<file path="src/hdl/qtw_pkg.sv">
// Shared constants, codes and item types of the quenched trap walk step block.
package qtw_pkg;

    localparam int LIST_DEPTH_DEF    = 1024;
    localparam int FRACTION_BITS_DEF = 8;
    localparam int QUEUE_DEPTH       = 2;

    localparam int OPERATION_W   = 2;
    localparam int TABLE_INDEX_W = 10;
    localparam int WAIT_W        = 48;
    localparam int RANDOM_W      = 16;
    localparam int POS_X_W       = 32;
    localparam int POS_Y_W       = 11;
    localparam int TIME_W        = 64;
    localparam int LIST_SIZE_W   = 11;
    localparam int TIME_LIMIT_W  = 32;
    localparam int CFG_INDEX_W   = 2;
    localparam int CFG_DATA_W    = 32;

    localparam int LIST_SIZE_RESET  = 250;
    localparam int Y_LOWER_RESET    = -5;
    localparam int Y_UPPER_RESET    = 5;
    localparam int TIME_LIMIT_RESET = 500;

    localparam logic signed [POS_X_W-1:0] X_MAX = {1'b0, {(POS_X_W-1){1'b1}}};
    localparam logic signed [POS_X_W-1:0] X_MIN = {1'b1, {(POS_X_W-1){1'b0}}};

    typedef enum logic [OPERATION_W-1:0] {
        OP_LOAD_X,
        OP_LOAD_Y,
        OP_RESTART,
        OP_STEP
    } op_t;

    typedef enum logic [1:0] {
        DIR_RIGHT,
        DIR_LEFT,
        DIR_UP,
        DIR_DOWN
    } dir_t;

    typedef enum logic [CFG_INDEX_W-1:0] {
        REG_LIST_SIZE,
        REG_Y_LOWER,
        REG_Y_UPPER,
        REG_TIME_LIMIT
    } cfg_reg_t;

    typedef struct packed {
        op_t                      kind;
        dir_t                     dir;
        logic                     write_x;
        logic                     write_y;
        logic [TABLE_INDEX_W-1:0] index;
        logic [WAIT_W-1:0]        wait_value;
    } cmd_t;

    typedef struct packed {
        logic signed [POS_X_W-1:0] pos_x;
        logic signed [POS_Y_W-1:0] pos_y;
        logic [TIME_W-1:0]         elapsed_time;
        logic                      stepped;
        logic                      finished;
    } res_t;

endpackage

</file>
<file path="src/hdl/qtw_queue.sv">
// Small first-in first-out queue used between the pipeline parts.
module qtw_queue
    import qtw_pkg::*;
#(
    parameter int WIDTH = 1,
    parameter int DEPTH = QUEUE_DEPTH
)
(
    input  logic             clk,
    input  logic             rst_n,
    input  logic             push,
    input  logic [WIDTH-1:0] in_data,
    output logic             full,
    input  logic             pop,
    output logic [WIDTH-1:0] out_data,
    output logic             empty
);

    localparam int PTR_W = (DEPTH > 1) ? $clog2(DEPTH) : 1;
    localparam int CNT_W = $clog2(DEPTH + 1);

    logic [WIDTH-1:0] slots_reg [DEPTH];
    logic [PTR_W-1:0] wr_ptr_reg;
    logic [PTR_W-1:0] wr_ptr_next;
    logic [PTR_W-1:0] rd_ptr_reg;
    logic [PTR_W-1:0] rd_ptr_next;
    logic [CNT_W-1:0] count_reg;
    logic [CNT_W-1:0] count_next;
    logic             wr_en;
    logic             rd_en;

    assign full     = (count_reg == CNT_W'(DEPTH));
    assign empty    = (count_reg == '0);
    assign wr_en    = push && !full;
    assign rd_en    = pop && !empty;
    assign out_data = slots_reg[rd_ptr_reg];

    always_comb
    begin
        wr_ptr_next = wr_ptr_reg;
        rd_ptr_next = rd_ptr_reg;
        count_next  = count_reg;
        if (wr_en)
        begin
            wr_ptr_next = (wr_ptr_reg == PTR_W'(DEPTH - 1)) ? '0 : wr_ptr_reg + PTR_W'(1);
        end
        if (rd_en)
        begin
            rd_ptr_next = (rd_ptr_reg == PTR_W'(DEPTH - 1)) ? '0 : rd_ptr_reg + PTR_W'(1);
        end
        if (wr_en && !rd_en)
        begin
            count_next = count_reg + CNT_W'(1);
        end
        else if (rd_en && !wr_en)
        begin
            count_next = count_reg - CNT_W'(1);
        end
    end

    always_ff @(posedge clk or negedge rst_n)
    begin
        if (!rst_n)
        begin
            wr_ptr_reg <= '0;
            rd_ptr_reg <= '0;
            count_reg  <= '0;
        end
        else
        begin
            wr_ptr_reg <= wr_ptr_next;
            rd_ptr_reg <= rd_ptr_next;
            count_reg  <= count_next;
        end
    end

    always_ff @(posedge clk)
    begin
        if (wr_en)
        begin
            slots_reg[wr_ptr_reg] <= in_data;
        end
    end

endmodule

</file>
<file path="config.mk">
export PLATFORM = sky130hd
export DESIGN_NAME = qtw_queue
export DESIGN_NICKNAME = d
export VERILOG_FILES = /design/src/hdl/qtw_pkg.sv /design/src/hdl/qtw_queue.sv
export SDC_FILE = /design/constraint.sdc
export NUM_CORES = 1
export LEC_CHECK = 0
export BUFFER_PORTS_ARGS = -buffer_cell sky130_fd_sc_hd__buf_2
export CORE_AREA = 2 2 39 41
export CTS_CLUSTER_DIAMETER = 40
export CTS_CLUSTER_SIZE = 16
export DETAILED_ROUTE_END_ITERATION = 10
export DIE_AREA = 0 0 41 43
export SLEW_MARGIN = 40
export SYNTH_ARGS = -nofsm -noshare
export SYNTH_HDL_FRONTEND = slang
export SYNTH_SLANG_ARGS = --single-unit
</file>
<file path="constraint.sdc">
create_clock -name clk -period 4.5 [get_ports clk]
set_clock_uncertainty 0.05 [all_clocks]
set_input_delay 0.225 -clock clk [delete_from_list [all_inputs] [get_ports clk]]
set_output_delay 0.225 -clock clk [all_outputs]
set_load 0.01 [all_outputs]
</file>
==> metrics <==
status finished, final reports clean; Top Layer Used met3; gpl congestion 0.6949; Core ar. 1384 µm²; n_diodes 0; Num CTS Buffers 3; worst reg-to-reg setup slack 2.98 ns; Worst Setup End Kind flop; Bufs and invs on worst path 1; Cell Rows 14; Non-Filler Instances 50; clk root buf clkbuf_4; synthesized area 267.8 µm²; vias in the first global route 191; Final min period 1.523 ns; Fin Hold WS 0.1177 ns; fin area 359.1 µm²; CTS H-tree lvls 1; DP HPWL 312.7 µm; period utilisation layout 33.84%; WP data required 4.62 ns; Crit Path Max Fanout 5; Arr. time, crit path 1.64 ns; Met1 Wirelength 190 µm; Skew-Pair Late Insertion Delay 0.25 ns; Port Buffers 7; final setup violation count 0; Pleak 0.1741 nW; CP peak stage delay 0.42 ns; pre-CTS worst setup slack 2.989 ns; CP top delay family simple AND/OR/NAND/NOR gates; Nets 41; initial antenna violation count 0; Post-CTS Resized 0; number of instances in the placed design 45; Worst Max-Slew Pin Slew 0.2107 ns; CTS tree done; Worst slew margin 85.86%; clock sink total 6; Fin Setup TNS 0 ns; Die Ht 43 µm; Final Max Tran Viols 0; WL final 416 µm; Yosys Warn Count 0; Max Clk Rate 0.6567 GHz; net count after synthesis 28; area delta synth->final 34.11%; TritonRoute pass-1 iters 4; crit start category flop; slowest CP cell dfrtp_1; num ports 8; final worst-path setup slack 2.977 ns; final antenna-violating net count 0; Seq/Total Area, Yosys 59.81%; maxcap violations 0; CTS clk-pin slew, worst paths 0.05 ns; clk buf depth 2; Logic pwr share 36.3%; placed cell areas 322.8 µm²; Via density 3.680; routed len/inst 8.320 µm; Starting Density 19.35%; Int Power 164.3 µW; die area 1763 µm²; commonest non-fill, non-tap cell in the layout buf_2; first-pass GRT wire length 731 µm; Tot GR Track Use 6.566%; synthesized instance count 22; fraction of layout cells with a size suffix above 1 32.35%; most frequent cells in the layout buf_2 (7), dfrtp_1 (4), nor2_1 (3), xnor2_1 (3), clkbuf_4 (3); Hold Path Class in -> reg; via count 184; Setup CP Type reg -> reg; Unique masters post-synth 12; Net Sw Power 83.23 µW; DRC violations left 0; Fin. Hold Viols 0; Sw Ratio 33.63%; RSZ-0062 raised after global routing false; number of fill cells in the layout 155; routed length on met3 31 µm; Power Density 689.3 nW/µm²; clock power share 22.0%; largest net degree at the start of global routing 6; grt total ovfl 0; CP Cell Sequence nand2b_1 -> nand2_1 -> inv_1 -> ha_1 -> nor2_1 -> xor2_1; average cell area after synthesis 12.17 µm²; DR iter-0 viols 1; met2 WL post-DR 194 µm; Peak supply drop 0.0001565 V; Yosys reg bits 6; die width 41 µm; Flop pwr share 41.6%
[synth_stat cells]
library cell | count | area, µm²
nand2b_1 | 1 | 6.260
xor2_1 | 2 | 17.52
nor2_1 | 3 | 11.26
mux2_2 | 1 | 11.26
dfrtp_1 | 4 | 100.1
and3_1 | 1 | 6.260
inv_1 | 2 | 7.510
edfxtp_1 | 2 | 60.06
xnor2_1 | 3 | 26.28
ha_1 | 1 | 12.51
nand2_1 | 1 | 3.750
o21ai_1 | 1 | 5.000
[through the flow]
step	utilization, %	power [mW]
4_1_cts	25.95	0.2515
3_3_place_gp	23.33	0.1926
6_report	25.95	0.2475
3_5_place_dp	23.33	0.1935
2_1_floorplan	-	0.1688
5_1_grt	25.95	0.2686
[final cells by class]
cell class	count	area [µm²]	area share, %
Tap cell	16	20.02	5.575
Sequential cell	6	160.2	44.60
Multi-Input combinational cell	14	100.1	27.87
Clock buffer	4	26.28	7.317
Timing Repair Buffer	8	45.04	12.54
Inverter	2	7.507	2.091
[power by group through the flow]
stage	clock, mW	combinational [mW]	sequential (mW)
2_1_floorplan	0	0.0694	0.0994
3_3_place_gp	0	0.0895	0.103
5_1_grt	0.0588	0.104	0.106
6_report	0.0545	0.0899	0.103
3_5_place_dp	0	0.0895	0.104
4_1_cts	0.0565	0.0917	0.103
[worst register-to-register path, cell delays in order (launching register included)]
cell	delay (ns)
dfrtp_1	0.42
nand2b_1	0.20
nand2_1	0.13
inv_1	0.06
ha_1	0.30
nor2_1	0.14
xor2_1	0.15
[layer usage]
layer  track usage [%]  vias up
met5                 0        -
met1             8.197       83
li1                  -       95
met4             6.000        0
met2             7.813        6
met3             3.141        0
[timing repair]
item	4_1_cts	5_1_grt
hold buffers	1	0
endpoints found under the hold margin	4	0
buffers inserted	0	0
[logic make-up (layout without fill, tap and decap cells)]
family / count (synthesis) / after routing / share of synthesized area, %
buffers and inverters: 2 / 14 / 2.805
AO/OA/AOI/OAI: 1 / 1 / 1.867
XOR/XNOR: 5 / 5 / 16.36
adder cells (fa/ha/maj): 1 / 1 / 4.672
flip-flops: 6 / 6 / 59.82
multiplexers: 1 / 1 / 4.205
AND/OR/NAND/NOR: 6 / 6 / 10.28
[final timing paths]
check | from | to | depth (start not counted)
max in group asynchronous | rst_n | rd_ptr_reg | 2
hold / removal | in_data | slots_reg[0] | 1
setup / recovery | count_reg[0] | count_reg[1] | 6
setup reg to reg | count_reg[0] | count_reg[1] | 6
min in group asynchronous | rst_n | wr_ptr_reg | 2
hold reg to reg | rd_ptr_reg | rd_ptr_reg | 1
(Power assumes the default switching activity.)
